===== src/bqs_pkg.sv =====
// Bayer quadrant statistics: shared types, constants and helper functions.
// Used by every module of the block; depends on nothing else.
`default_nettype none

package bqs_pkg;

    localparam int PIX_W   = 8;
    localparam int CFG_W   = 13;
    localparam int SZ_W    = 14;
    localparam int SUM_W   = 30;
    localparam int CNT_W   = 23;
    localparam int DIV_W   = 25;
    localparam int QUOT_W  = 8;
    localparam int STEP_W  = 3;
    localparam int QUAD_W  = 2;
    localparam int IDX_W   = 2;

    localparam logic [SUM_W-1:0] SUM_LIMIT   = {SUM_W{1'b1}};
    localparam logic [CNT_W-1:0] COUNT_LIMIT = {CNT_W{1'b1}};

    localparam logic [CFG_W-1:0] RST_FRAME_WIDTH  = 13'd640;
    localparam logic [CFG_W-1:0] RST_FRAME_HEIGHT = 13'd480;
    localparam logic [PIX_W-1:0] RST_DARK_TH      = 8'd20;
    localparam logic [PIX_W-1:0] RST_BRIGHT_TH    = 8'd235;

    localparam logic [PIX_W-1:0] MIN_INIT = 8'd255;
    localparam logic [PIX_W-1:0] MAX_INIT = 8'd0;

    localparam logic [IDX_W-1:0] CFG_FRAME_WIDTH  = 2'd0;
    localparam logic [IDX_W-1:0] CFG_FRAME_HEIGHT = 2'd1;
    localparam logic [IDX_W-1:0] CFG_DARK_TH      = 2'd2;
    localparam logic [IDX_W-1:0] CFG_BRIGHT_TH    = 2'd3;

    localparam logic [QUAD_W-1:0] LAST_QUAD = 2'd3;

    typedef enum logic [1:0] {
        S_IDLE,
        S_DIV_START,
        S_DIV_WAIT,
        S_OUT
    } t_state;

    typedef struct packed {
        logic update;
        logic clear;
    } t_stats_ctl;

    typedef struct packed {
        logic [PIX_W-1:0] min_value;
        logic [PIX_W-1:0] max_value;
        logic [SUM_W-1:0] sum;
        logic [CNT_W-1:0] dark;
        logic [CNT_W-1:0] bright;
    } t_quad_stats;

    // Clears bit 0 of a size register and clamps it to 2..top.
    function automatic logic [SZ_W-1:0] f_eff_size(input logic [CFG_W-1:0] r,
                                                   input logic [SZ_W-1:0] top);
        logic [SZ_W-1:0] v;
        v = {1'b0, r[CFG_W-1:1], 1'b0};
        if (v < SZ_W'(2)) begin
            v = SZ_W'(2);
        end
        if (v > top) begin
            v = top;
        end
        return v;
    endfunction

endpackage

`default_nettype wire


===== src/bqs_stats.sv =====
// Per-quadrant accumulators (min, max, sum, dark and bright counts) and raster position.
// Depends on bqs_pkg.
`default_nettype none

module bqs_stats
    import bqs_pkg::*;
#(
    parameter int COL_W = 12,
    parameter int ROW_W = 12
) (
    input  wire logic              i_clk,
    input  wire logic              i_rst_n,
    input  wire t_stats_ctl        i_ctl,
    input  wire logic [PIX_W-1:0]  i_pixel,
    input  wire logic [SZ_W-1:0]   i_width,
    input  wire logic [SZ_W-1:0]   i_height,
    input  wire logic [PIX_W-1:0]  i_dark_th,
    input  wire logic [PIX_W-1:0]  i_bright_th,
    input  wire logic [QUAD_W-1:0] i_rd_idx,
    output t_quad_stats            o_rd,
    output logic                   o_frame_end
);

    logic [COL_W-1:0] r_col;
    logic [ROW_W-1:0] r_row;
    t_quad_stats      r_stats [4];
    logic [QUAD_W-1:0] quad;
    logic             row_end;
    logic [SUM_W:0]   sum_ext;
    t_quad_stats      cur;
    t_quad_stats      upd;

    assign quad        = {r_row[0], r_col[0]};
    assign row_end     = SZ_W'(r_col) >= (i_width - SZ_W'(1));
    assign o_frame_end = row_end && (SZ_W'(r_row) >= (i_height - SZ_W'(1)));
    assign o_rd        = r_stats[i_rd_idx];
    assign cur         = r_stats[quad];
    assign sum_ext     = {1'b0, cur.sum} + (SUM_W + 1)'(i_pixel);

    always_comb begin
        upd = cur;
        if (i_pixel < cur.min_value) begin
            upd.min_value = i_pixel;
        end
        if (i_pixel > cur.max_value) begin
            upd.max_value = i_pixel;
        end
        if (sum_ext > {1'b0, SUM_LIMIT}) begin
            upd.sum = SUM_LIMIT;
        end else begin
            upd.sum = sum_ext[SUM_W-1:0];
        end
        if (i_pixel < i_dark_th) begin
            if (cur.dark < COUNT_LIMIT) begin
                upd.dark = cur.dark + CNT_W'(1);
            end
        end else if (i_pixel > i_bright_th) begin
            if (cur.bright < COUNT_LIMIT) begin
                upd.bright = cur.bright + CNT_W'(1);
            end
        end
    end

    always_ff @(posedge i_clk) begin
        if (!i_rst_n || i_ctl.clear) begin
            for (int q = 0; q < 4; q++) begin
                r_stats[q] <= '{min_value: MIN_INIT, max_value: MAX_INIT,
                                sum: '0, dark: '0, bright: '0};
            end
        end else if (i_ctl.update) begin
            r_stats[quad] <= upd;
        end
    end

    always_ff @(posedge i_clk) begin
        if (!i_rst_n) begin
            r_col <= '0;
            r_row <= '0;
        end else if (i_ctl.update) begin
            if (o_frame_end) begin
                r_col <= '0;
                r_row <= '0;
            end else if (row_end) begin
                r_col <= '0;
                r_row <= r_row + ROW_W'(1);
            end else begin
                r_col <= r_col + COL_W'(1);
            end
        end
    end

    a_minmax_order: assert property (@(posedge i_clk) disable iff (!i_rst_n)
        i_ctl.update && !i_ctl.clear |=>
            r_stats[$past(quad)].min_value <= r_stats[$past(quad)].max_value)
        else $error("quadrant min above max after an update");

    a_clear_counts: assert property (@(posedge i_clk) disable iff (!i_rst_n)
        i_ctl.clear |=> r_stats[0].dark == '0 && r_stats[3].bright == '0
            && r_stats[1].sum == '0 && r_stats[2].min_value == MIN_INIT)
        else $error("statistics not cleared");

    a_pos_cleared: assert property (@(posedge i_clk) disable iff (!i_rst_n)
        i_ctl.update && o_frame_end |=> r_col == '0 && r_row == '0)
        else $error("position not cleared at frame end");

endmodule

`default_nettype wire


===== src/bqs_div.sv =====
// Shared restoring divider for the quadrant mean, one quotient bit per cycle.
// Quotients above the 8-bit range saturate at 255. Depends on bqs_pkg.
`default_nettype none

module bqs_div
    import bqs_pkg::*;
(
    input  wire logic              i_clk,
    input  wire logic              i_rst_n,
    input  wire logic              i_start,
    input  wire logic [SUM_W-1:0]  i_dividend,
    input  wire logic [DIV_W-1:0]  i_divisor,
    output logic                   o_done,
    output logic [QUOT_W-1:0]      o_quotient
);

    localparam int TRIAL_W = DIV_W + QUOT_W;

    logic                r_busy;
    logic                r_done;
    logic [STEP_W-1:0]   r_step;
    logic [SUM_W-1:0]    r_rem;
    logic [DIV_W-1:0]    r_den;
    logic [QUOT_W-1:0]   r_quot;
    logic [TRIAL_W-1:0]  trial;
    logic                fits;
    logic                overflow;

    assign overflow = TRIAL_W'(i_dividend) >= {i_divisor, {QUOT_W{1'b0}}};
    assign trial    = TRIAL_W'(r_den) << r_step;
    assign fits     = TRIAL_W'(r_rem) >= trial;

    always_ff @(posedge i_clk) begin
        if (!i_rst_n) begin
            r_busy <= 1'b0;
            r_done <= 1'b0;
            r_step <= '0;
        end else begin
            r_done <= 1'b0;
            if (i_start) begin
                if (overflow) begin
                    r_done <= 1'b1;
                end else begin
                    r_busy <= 1'b1;
                    r_step <= STEP_W'(QUOT_W - 1);
                end
            end else if (r_busy) begin
                r_step <= r_step - STEP_W'(1);
                if (r_step == '0) begin
                    r_busy <= 1'b0;
                    r_done <= 1'b1;
                end
            end
        end
    end

    always_ff @(posedge i_clk) begin
        if (i_start) begin
            r_rem  <= i_dividend;
            r_den  <= i_divisor;
            r_quot <= overflow ? {QUOT_W{1'b1}} : '0;
        end else if (r_busy && fits) begin
            r_rem          <= r_rem - trial[SUM_W-1:0];
            r_quot[r_step] <= 1'b1;
        end
    end

    assign o_done     = r_done;
    assign o_quotient = r_quot;

    a_no_restart: assert property (@(posedge i_clk) disable iff (!i_rst_n)
        r_busy |-> !i_start)
        else $error("divider started while busy");

    a_done_idle: assert property (@(posedge i_clk) disable iff (!i_rst_n)
        !(r_done && r_busy))
        else $error("divider done while still busy");

    a_last_step: assert property (@(posedge i_clk) disable iff (!i_rst_n)
        r_busy && r_step == '0 && !i_start |=> r_done && !r_busy)
        else $error("divider did not finish after its last step");

endmodule

`default_nettype wire


===== src/bayer_quadrant_statistics_top.sv =====
// Bayer quadrant statistics top level: configuration registers, frame-end sequencer.
// Depends on bqs_pkg, bqs_stats and bqs_div.
//
// Channel   Direction  Handshake                      Payload
// pixel     in         i_pixel_valid / o_pixel_ready  i_pixel
// result    out        o_result_valid / i_result_ready quadrant, min, max, mean, counts, last
// cfg       in         i_cfg_valid / o_cfg_ready      i_cfg_index, i_cfg_data
//
// Pixel beats are taken back to back while the block is idle. The last pixel of a frame
// starts four results; each takes one run of the shared divider, which ends early when the
// mean saturates, and each result beat then waits for i_result_ready.
// No pixel is accepted until the fourth result beat has been taken.
// Synchronous active-low reset restores the register defaults and clears all statistics.
`default_nettype none

module bayer_quadrant_statistics_top
    import bqs_pkg::*;
#(
    parameter int MAX_WIDTH  = 4096,
    parameter int MAX_HEIGHT = 4096
) (
    input  wire logic              i_clk,
    input  wire logic              i_rst_n,
    input  wire logic              i_pixel_valid,
    output logic                   o_pixel_ready,
    input  wire logic [PIX_W-1:0]  i_pixel,
    output logic                   o_result_valid,
    input  wire logic              i_result_ready,
    output logic [QUAD_W-1:0]      o_quadrant,
    output logic [PIX_W-1:0]       o_min_value,
    output logic [PIX_W-1:0]       o_max_value,
    output logic [PIX_W-1:0]       o_mean_value,
    output logic [CNT_W-1:0]       o_dark_count,
    output logic [CNT_W-1:0]       o_bright_count,
    output logic                   o_last_result,
    input  wire logic              i_cfg_valid,
    output logic                   o_cfg_ready,
    input  wire logic [IDX_W-1:0]  i_cfg_index,
    input  wire logic [CFG_W-1:0]  i_cfg_data
);

    localparam int COL_W = $clog2(MAX_WIDTH);
    localparam int ROW_W = $clog2(MAX_HEIGHT);
    localparam logic [SZ_W-1:0] W_TOP = SZ_W'((MAX_WIDTH / 2) * 2);
    localparam logic [SZ_W-1:0] H_TOP = SZ_W'((MAX_HEIGHT / 2) * 2);

    logic [CFG_W-1:0]  r_frame_width;
    logic [CFG_W-1:0]  r_frame_height;
    logic [PIX_W-1:0]  r_dark_th;
    logic [PIX_W-1:0]  r_bright_th;

    t_state            r_state;
    t_state            n_state;
    logic [QUAD_W-1:0] r_k;
    logic [DIV_W-1:0]  r_divisor;

    logic [QUAD_W-1:0] r_quadrant;
    logic [PIX_W-1:0]  r_min_value;
    logic [PIX_W-1:0]  r_max_value;
    logic [PIX_W-1:0]  r_mean_value;
    logic [CNT_W-1:0]  r_dark_count;
    logic [CNT_W-1:0]  r_bright_count;
    logic              r_last_result;

    logic [SZ_W-1:0]   eff_w;
    logic [SZ_W-1:0]   eff_h;
    logic [2*(SZ_W-1)-1:0] product;
    logic              pixel_acc;
    logic              result_acc;
    logic              frame_end;
    logic              div_start;
    logic              div_done;
    logic [QUOT_W-1:0] quotient;
    t_stats_ctl        stats_ctl;
    t_quad_stats       rd;

    assign eff_w   = f_eff_size(r_frame_width, W_TOP);
    assign eff_h   = f_eff_size(r_frame_height, H_TOP);
    assign product = eff_w[SZ_W-1:1] * eff_h[SZ_W-1:1];

    assign o_cfg_ready = 1'b1;

    always_ff @(posedge i_clk) begin
        if (!i_rst_n) begin
            r_frame_width  <= RST_FRAME_WIDTH;
            r_frame_height <= RST_FRAME_HEIGHT;
            r_dark_th      <= RST_DARK_TH;
            r_bright_th    <= RST_BRIGHT_TH;
        end else if (i_cfg_valid) begin
            case (i_cfg_index)
                CFG_FRAME_WIDTH:  r_frame_width  <= i_cfg_data;
                CFG_FRAME_HEIGHT: r_frame_height <= i_cfg_data;
                CFG_DARK_TH:      r_dark_th      <= i_cfg_data[PIX_W-1:0];
                CFG_BRIGHT_TH:    r_bright_th    <= i_cfg_data[PIX_W-1:0];
                default:          r_dark_th      <= r_dark_th;
            endcase
        end
    end

    assign pixel_acc  = i_pixel_valid && o_pixel_ready;
    assign result_acc = o_result_valid && i_result_ready;

    always_comb begin
        n_state = r_state;
        case (r_state)
            S_IDLE: begin
                if (pixel_acc && frame_end) begin
                    n_state = S_DIV_START;
                end
            end
            S_DIV_START: begin
                n_state = S_DIV_WAIT;
            end
            S_DIV_WAIT: begin
                if (div_done) begin
                    n_state = S_OUT;
                end
            end
            S_OUT: begin
                if (i_result_ready) begin
                    n_state = (r_k == LAST_QUAD) ? S_IDLE : S_DIV_START;
                end
            end
            default: begin
                n_state = S_IDLE;
            end
        endcase
    end

    always_comb begin
        o_pixel_ready    = 1'b0;
        o_result_valid   = 1'b0;
        div_start        = 1'b0;
        stats_ctl.update = 1'b0;
        stats_ctl.clear  = 1'b0;
        case (r_state)
            S_IDLE: begin
                o_pixel_ready    = 1'b1;
                stats_ctl.update = i_pixel_valid;
            end
            S_DIV_START: begin
                div_start = 1'b1;
            end
            S_DIV_WAIT: begin
                div_start = 1'b0;
            end
            S_OUT: begin
                o_result_valid  = 1'b1;
                stats_ctl.clear = i_result_ready && (r_k == LAST_QUAD);
            end
            default: begin
                o_pixel_ready = 1'b0;
            end
        endcase
    end

    always_ff @(posedge i_clk) begin
        if (!i_rst_n) begin
            r_state <= S_IDLE;
            r_k     <= '0;
        end else begin
            r_state <= n_state;
            if (r_state == S_IDLE) begin
                r_k <= '0;
            end else if (result_acc) begin
                r_k <= r_k + QUAD_W'(1);
            end
        end
    end

    always_ff @(posedge i_clk) begin
        if (pixel_acc && frame_end) begin
            r_divisor <= product[DIV_W-1:0];
        end
        if (r_state == S_DIV_WAIT && div_done) begin
            r_quadrant     <= r_k;
            r_min_value    <= rd.min_value;
            r_max_value    <= rd.max_value;
            r_mean_value   <= quotient;
            r_dark_count   <= rd.dark;
            r_bright_count <= rd.bright;
            r_last_result  <= (r_k == LAST_QUAD);
        end
    end

    assign o_quadrant     = r_quadrant;
    assign o_min_value    = r_min_value;
    assign o_max_value    = r_max_value;
    assign o_mean_value   = r_mean_value;
    assign o_dark_count   = r_dark_count;
    assign o_bright_count = r_bright_count;
    assign o_last_result  = r_last_result;

    bqs_stats #(
        .COL_W (COL_W),
        .ROW_W (ROW_W)
    ) u_stats (
        .i_clk       (i_clk),
        .i_rst_n     (i_rst_n),
        .i_ctl       (stats_ctl),
        .i_pixel     (i_pixel),
        .i_width     (eff_w),
        .i_height    (eff_h),
        .i_dark_th   (r_dark_th),
        .i_bright_th (r_bright_th),
        .i_rd_idx    (r_k),
        .o_rd        (rd),
        .o_frame_end (frame_end)
    );

    bqs_div u_div (
        .i_clk      (i_clk),
        .i_rst_n    (i_rst_n),
        .i_start    (div_start),
        .i_dividend (rd.sum),
        .i_divisor  (r_divisor),
        .o_done     (div_done),
        .o_quotient (quotient)
    );

    a_one_side: assert property (@(posedge i_clk) disable iff (!i_rst_n)
        !(o_pixel_ready && o_result_valid))
        else $error("pixel and result sides active together");

    a_last_flag: assert property (@(posedge i_clk) disable iff (!i_rst_n)
        o_result_valid |-> (o_last_result == (o_quadrant == LAST_QUAD)))
        else $error("last flag does not match quadrant");

    a_order: assert property (@(posedge i_clk) disable iff (!i_rst_n)
        o_result_valid |-> o_quadrant == r_k)
        else $error("result quadrant out of order");

    a_back_idle: assert property (@(posedge i_clk) disable iff (!i_rst_n)
        result_acc && o_last_result |=> o_pixel_ready)
        else $error("block not ready after the frame's last result");

endmodule

`default_nettype wire

===== config.mk =====
export PLATFORM = sky130hd
export DESIGN_NAME = bayer_quadrant_statistics_top
export DESIGN_NICKNAME = d
export VERILOG_FILES = /design/src/bqs_pkg.sv /design/src/bqs_stats.sv /design/src/bqs_div.sv /design/src/bayer_quadrant_statistics_top.sv
export SDC_FILE = /design/constraint.sdc
export NUM_CORES = 1
export LEC_CHECK = 0
export BUFFER_PORTS_ARGS = -buffer_cell sky130_fd_sc_hd__buf_2
export CORE_MARGIN = 4
export CORE_UTILIZATION = 30
export DETAILED_ROUTE_END_ITERATION = 6
export PLACE_DENSITY_LB_ADDON = 0.25
export SLEW_MARGIN = 20
export SYNTH_ARGS = -nofsm -noshare
export SYNTH_HDL_FRONTEND = slang
export SYNTH_SLANG_ARGS = --single-unit

===== constraint.sdc =====
create_clock -name i_clk -period 18.9 [get_ports i_clk]
set_input_delay 1.89 -clock i_clk [delete_from_list [all_inputs] [get_ports i_clk]]
set_output_delay 1.89 -clock i_clk [all_outputs]
set_load 0.1 [all_outputs]

# Yosys cells after proc, flatten, opt, wreduce, memory -nomap -nowiden

Memories as Yosys holds them, arrays and structs flattened. A register that Yosys moved wholly into a read port is not among the register bits.
Cells that the tools add are included.

Memories kept: 1
Memory bits (writable): 368
Flip-flop bits (word level): 236
Logic and storage cells: 144
Input port bits: 28

Memories:

| name            | depth | bits a word | read ports | clocked after memory_dff | wr ports | RTL line        | RTL |
|---|---|---|---|---|---|---|---|
| u_stats.r_stats | 4     | 92          | 2          | 1                        | 4        | bqs_stats.sv:26 | `t_quad_stats r_stats [4];` |

$mul: 1
Multiplexer cells: 54
Bitwise logic cells: 2
Reductions and logical operators: 25
Magnitude comparators: 17
Equality and inequality tests: 11
Shifts and indexed selects: 1
$add $sub $neg: 10

Operators with widths:

| operator                | count |
|---|---|
| $mux W23                | 5 |
| $mux W92                | 1 |
| $reduce_or A92 Y1       | 1 |
| $mux W30                | 3 |
| $ge A30 B33 Y1          | 2 |
| $mux W12                | 4 |
| $add A23 B1 Y23 const B | 2 |
| $lt A23 B23 Y1 const B  | 2 |
| $mux W8                 | 5 |
| $shl A25 B3 Y33         | 1 |
| $add A30 B8 Y31         | 1 |
| $gt A31 B30 Y1 const B  | 1 |
| $sub A30 B30 Y30        | 1 |
| $ge A12 B14 Y1          | 2 |
| $gt A14 B13 Y1 const B  | 2 |
| $mux W14                | 2 |
| $sub A14 B1 Y14 const B | 2 |
| $lt A13 B2 Y1 const B   | 2 |
| $mux W13                | 2 |
| $mul A13 B13 Y25        | 1 |
| $add A12 B1 Y12 const B | 2 |
| $mux W1                 | 21 |
| $gt A8 B8 Y1            | 2 |
| $lt A8 B8 Y1            | 2 |
| other kinds (23)        | 52 |

# Logic depth before layout (Yosys ltp)

Word-level depth: 10
Gate-level depth with buffers: 27
Gate-level depth less buffers: 26

# Hierarchy

Synthesis repeated with hierarchy kept, for this count alone.

Cells, all modules: 3,360
Area, all modules: 38,565.7 µm²

Modules (own cells, without submodules):

| module                        | area an instance (µm²) | sequential area each (µm²) | cells an instance | times used |
|---|---|---|---|---|
| bqs_stats                     | 23,100.9               | 11,531.1                   | 1,835             | 1 |
| bayer_quadrant_statistics_top | 9,795.6                | 3,823.7                    | 950               | 1 |
| bqs_div                       | 5,669.2                | 1,991.9                    | 575               | 1 |

# Least setup slack after synthesis

Ideal clock, no wire load.

Kind: input to register
From: input i_pixel_valid
To: memory u_stats.r_stats[1][0] (netlist bit), enable pin
Setup slack: 9.416 ns
Path buffers: 1
Stages on the path: 4
Arrival time: 8.814 ns
Setup time: 0.670 ns
Cell sequence: and2_1 clkbuf_1 nand2_1 o21ai_0

RTL lines:

| what               | RTL line                            | RTL |
|---|---|---|
| start: declaration | bayer_quadrant_statistics_top.sv:24 | `input wire logic i_pixel_valid,` |
| end: declaration   | bqs_stats.sv:26                     |  |

# Worst setup path after layout

From: register r_frame_height[3]
To: register r_divisor[23] (data pin)

Cells in the longest elaborated chain, start to end: 5

Ends and longest elaborated chain:

| what                     | RTL line                             | RTL |
|---|---|---|
| start: declaration       | bayer_quadrant_statistics_top.sv:48  | `logic [CFG_W-1:0] r_frame_height;` |
| start signal: assignment | bayer_quadrant_statistics_top.sv:92  | `CFG_FRAME_HEIGHT: r_frame_height <= i_cfg_data;` |
| $lt A13 B2 Y1            | bqs_pkg.sv:61                        | `if (v < SZ_W'(2)) begin` |
| $mux W13 *               | bqs_pkg.sv:61                        |  |
| $gt A14 B13 Y1           | bqs_pkg.sv:64                        | `if (v > top) begin` |
| $mux W14 *               | bqs_pkg.sv:64                        |  |
| $mul A13 B13 Y25 *       | bayer_quadrant_statistics_top.sv:79  | `assign product = eff_w[SZ_W-1:1] * eff_h[SZ_W-1:1];` |
| net product[23]          | bayer_quadrant_statistics_top.sv:67  | `logic [2*(SZ_W-1)-1:0] product;` |
| end signal: assignment   | bayer_quadrant_statistics_top.sv:173 | `r_divisor <= product[DIV_W-1:0];` |
| end: declaration         | bayer_quadrant_statistics_top.sv:55  | `logic [DIV_W-1:0] r_divisor;` |

Mark *: on every way through the listed nets, which the timed path passes. The rest lies on a longest branch.
A chain may end at the register's enable or synchronous reset.

==> impl_results.md <==
* Synth Warn # at 0
* Logic pwr share at 12.8%
* Slew Limit Fails at 0
* Number of H-tree levels at 3
* Final hold vios at 0
* Critical path data required time at 19,260 ps
* Max cap viols at 0
* Setup WS pre-CTS at 11,630 ps
* Post-synthesis async set-or-reset flop share at 0%
* Final Worst Setup Slack at 11,710 ps
* Num rows at 130
* Initial antenna violation count at 12
* Sw Pwr at ~0.00088 W
* # port buffers at 102
* Layout area overhead at 11.8%
* Syn nets at 3,625
* Die area at 132,000 um^2
* Vias in the first global route at around 26,000
* Maximum VDD drop at ~0.000059 V
* GR Overflow Total at 0
* FMAX at 139 MHz
* Post-CTS Hold Buffers at 0
* Worst clock skew at 30.6 ps
* Hold Path Class: reg -> reg
* Drc violations at 0
* Final Cell Area at 42,400 um^2
* Die H at 364 um
* # setup viols final at 0
* Clk network pwr share at 41.2%
* CTS Buffer Depth at 3
* Layout cell share with drive strength beyond 1 at between 10 and 15%
* Vias at 25,600
* LEAKAGE at approximately 16 nW
* CP max FO at 9
* Drt first pass iters at 5
* FILL cells at 12,600
* TritonCTS Buffers at 70
* Crit-path max cell delay at 560 ps
* # IOs at between 100 and 150
* Final Instance Count excl. Fillers at between 5,000 and 6,000
* CP delay by family, top: adder cells
* Library cells used by synthesis at 92
* Slew HR at 26.1%
* Status: complete, no violations
* Final period util at 38.1%
* Clock Sink Count at approximately 600
* Clock Pin Slew Worst Setup and Hold Paths at roughly 60 ps
* Detail Route Antenna Nets at 0
* Initial core utilization at 30.2%
* Post-synth EDFFs at 529
* Die span in x at 364 um
* Setup TNS at 0 ps
* Final wirelength at 104 mm
* DP Cell Count at around 5,000
* CTS tree: done
* Post-DR wirelength/cell at 20.6 um
* Crit path kind: reg -> reg
* Gr usage total at 15.7%
* Pwr dens at around 79 nW/um^2
* Post-CTS Resized at 0
* RSZ-0062 raised after global routing: no
* Worst path slowest cell: or4_1
* Startpoint Class: flip-flop
* Post-Synthesis Cells at approximately 3,300
* Nature of the critical path endpoint: flip-flop
* Largest net degree at the start of global routing at between 70 and 80
* Root buf cell: clkbuf_16
* Pint at between 0.002 and 0.0025 W
* Slew of the pin with the lowest slew margin at 1110 ps
* Reg power frac at between 40% and 50%
* Clk_lat worst skew at 640 ps
* Vias per cell at 5.06
* Postcts setup bufs at 0
* Reg2reg setup slack at 11,710 ps
* Critical path arrival at 7560 ps
* CORE AREA at 126,000 um^2
* Most used cell, CP: inv_1
* Syn Area/Cell at approximately 11 um^2
* Sequential cell area fraction in the yosys report at around 46%
* Switching share of power at 26.4%
* First-pass GRT wire length at 160 mm
* DPL Wire Length at a little over 70 mm
* Synthesis-stage register bit count at 604
* Mapped Area at 37,900 um^2
* Critical path buffers and inverters at 5
* RD Place Congestion at between 0.7 and 0.8
* Post-DP Area at 40,100 um^2
* Primary FF master, synth: edfxtp_1
* Final min period at between 7000 and 8000 ps
* Finished Core Util at ~34%
* Initial drt markers at 1,571
* Final net count at 3,660
## final cells by class
cell class	instances	area, um^2	share of cell area (%)
repair buffers	141	816	1.92
clock inverters	42	453	1.07
flip-flops and latches	604	17400	41.0
clock buffers	86	1850	4.37
diodes	8	20.0	0.0472
well taps	1650	2060	4.87
inverters	227	852	2.01
multi-input cells	2295	19000	44.7
## synth_stat cells, types with 12 or more instances
library cell | count | area, um^2
o21a_1 | 20 | 150
buf_2 | 25 | 125
a21oi_1 | 134 | 671
or4_1 | 12 | 90.1
o21ai_0 | 62 | 310
nor2b_1 | 36 | 225
inv_1 | 224 | 841
a21o_1 | 35 | 263
mux2i_1 | 59 | 591
edfxtp_1 | 529 | 15900
ha_1 | 190 | 2380
nor2_1 | 439 | 1650
a211oi_1 | 34 | 255
nand4_1 | 39 | 244
nand3_1 | 72 | 360
nor3_1 | 50 | 250
nand2_1 | 356 | 1340
xnor2_1 | 61 | 534
o211ai_1 | 20 | 150
xor2_1 | 58 | 508
buf_1 | 14 | 52.6
clkbuf_1 | 122 | 458
fa_1 | 103 | 2060
nand2b_1 | 44 | 275
and2_1 | 30 | 188
nor4_1 | 16 | 100
mux4_2 | 197 | 4440
a31oi_1 | 21 | 131
or3_1 | 30 | 188
and3_1 | 36 | 225
dfxtp_1 | 75 | 1500
## layer usage
| metal | vias up | global-route usage, % | routed length, um |
|---|---|---|---|
| li1 | 12100 | - | - |
| met1 | 12900 | 21.1 | 47100 |
| met2 | 480 | 27.2 | 51300 |
| met3 | 105 | 2.25 | 4420 |
| met4 | 6 | 2.96 | 1470 |
| met5 | - | 0 | 34 |
## power by group through the flow
stage | registers (W) | logic (W) | clock network (W)
5_1_grt | 0.00154 | 0.000480 | 0.00147
3_3_place_gp | 0.00156 | 0.000433 | 0
3_5_place_dp | 0.00156 | 0.000433 | 0
2_1_floorplan | 0.00156 | 0.000321 | 0
6_report | 0.00154 | 0.000429 | 0.00138
4_1_cts | 0.00154 | 0.000436 | 0.00142
## cell families after synthesis
| logic type | Yosys count | share of synthesized area [%] |
|---|---|---|
| AOI/OAI and AO/OA | 396 | 6.69 |
| xor gates and xnor gates | 119 | 2.75 |
| adders and majority gates | 293 | 11.7 |
| buffers and inverters | 405 | 4.43 |
| DFF | 604 | 45.8 |
| muxes | 265 | 13.7 |
| other | 1 | 0.00988 |
| and+or+nand+nor | 1221 | 14.9 |
## worst paths after layout
| path | end | startpoint | cells past startpoint |
|---|---|---|---|
| min | u_div.r_den[2] | r_divisor[2] | 0 |
| max | r_divisor[23] | r_frame_height[3] | 26 |
| min reg2reg | u_div.r_den[2] | r_divisor[2] | 0 |
| max reg2reg | r_divisor[23] | r_frame_height[3] | 26 |
## through the flow
step	total power, W	hold WS [ps]
final	0.00334	436
after global routing	0.00349	450
after CTS	0.00339	448
after detailed placement	0.00200	435
after global placement	0.00200	435
after floorplan	0.00188	426
## layout by cell type, fill, tap and decap left out, drive strengths merged, types with 21 or more instances in the layout
cell type,count
edfxtp,529
nor2,440
nand2,356
inv,229
mux4,201
ha,190
buf,141
a21oi,134
fa,103
clkbuf,86
nand3,75
dfxtp,75
o21ai,65
xnor2,61
mux2i,59
xor2,58
nor3,53
nand2b,44
nand4,40
and3,37
nor2b,36
a21o,35
a211oi,35
and2,33
or3,30
clkinv,27
a31oi,21
## worst register-to-register path: stages, from the launching register on
cell     delay (ps)
dfxtp_1         360
or4_1           560
or3_1           390
nor4_2          430
nand2_1         100
nand2_1         100
and2_1          400
nand2_1         170
fa_1            560
inv_1            40
ha_1            260
inv_1            50
fa_1            520
inv_1            50
fa_1            520
inv_1            50
fa_1            520
inv_1            40
ha_1            370
o211a_1         200
o21ai_0         130
o21ai_0         390
nand3_1         170
a31oi_1         240
o21a_1          140
nor2_1           40
xnor2_1         120
## state kept, by name, summed over array words and instances (netlist names), 12 cells and up, named ones only
| signal | count |
|---|---|
| u_div.r_rem | 30 |
| o_bright_count | 23 |
| u_stats.r_row | 12 |
| r_frame_width | 12 |
| o_dark_count | 23 |
| u_stats.r_stats | 368 |
| r_frame_height | 12 |
| u_stats.r_col | 12 |
| u_div.r_den | 25 |
| r_divisor | 25 |
(Power assumes the default switching activity.)
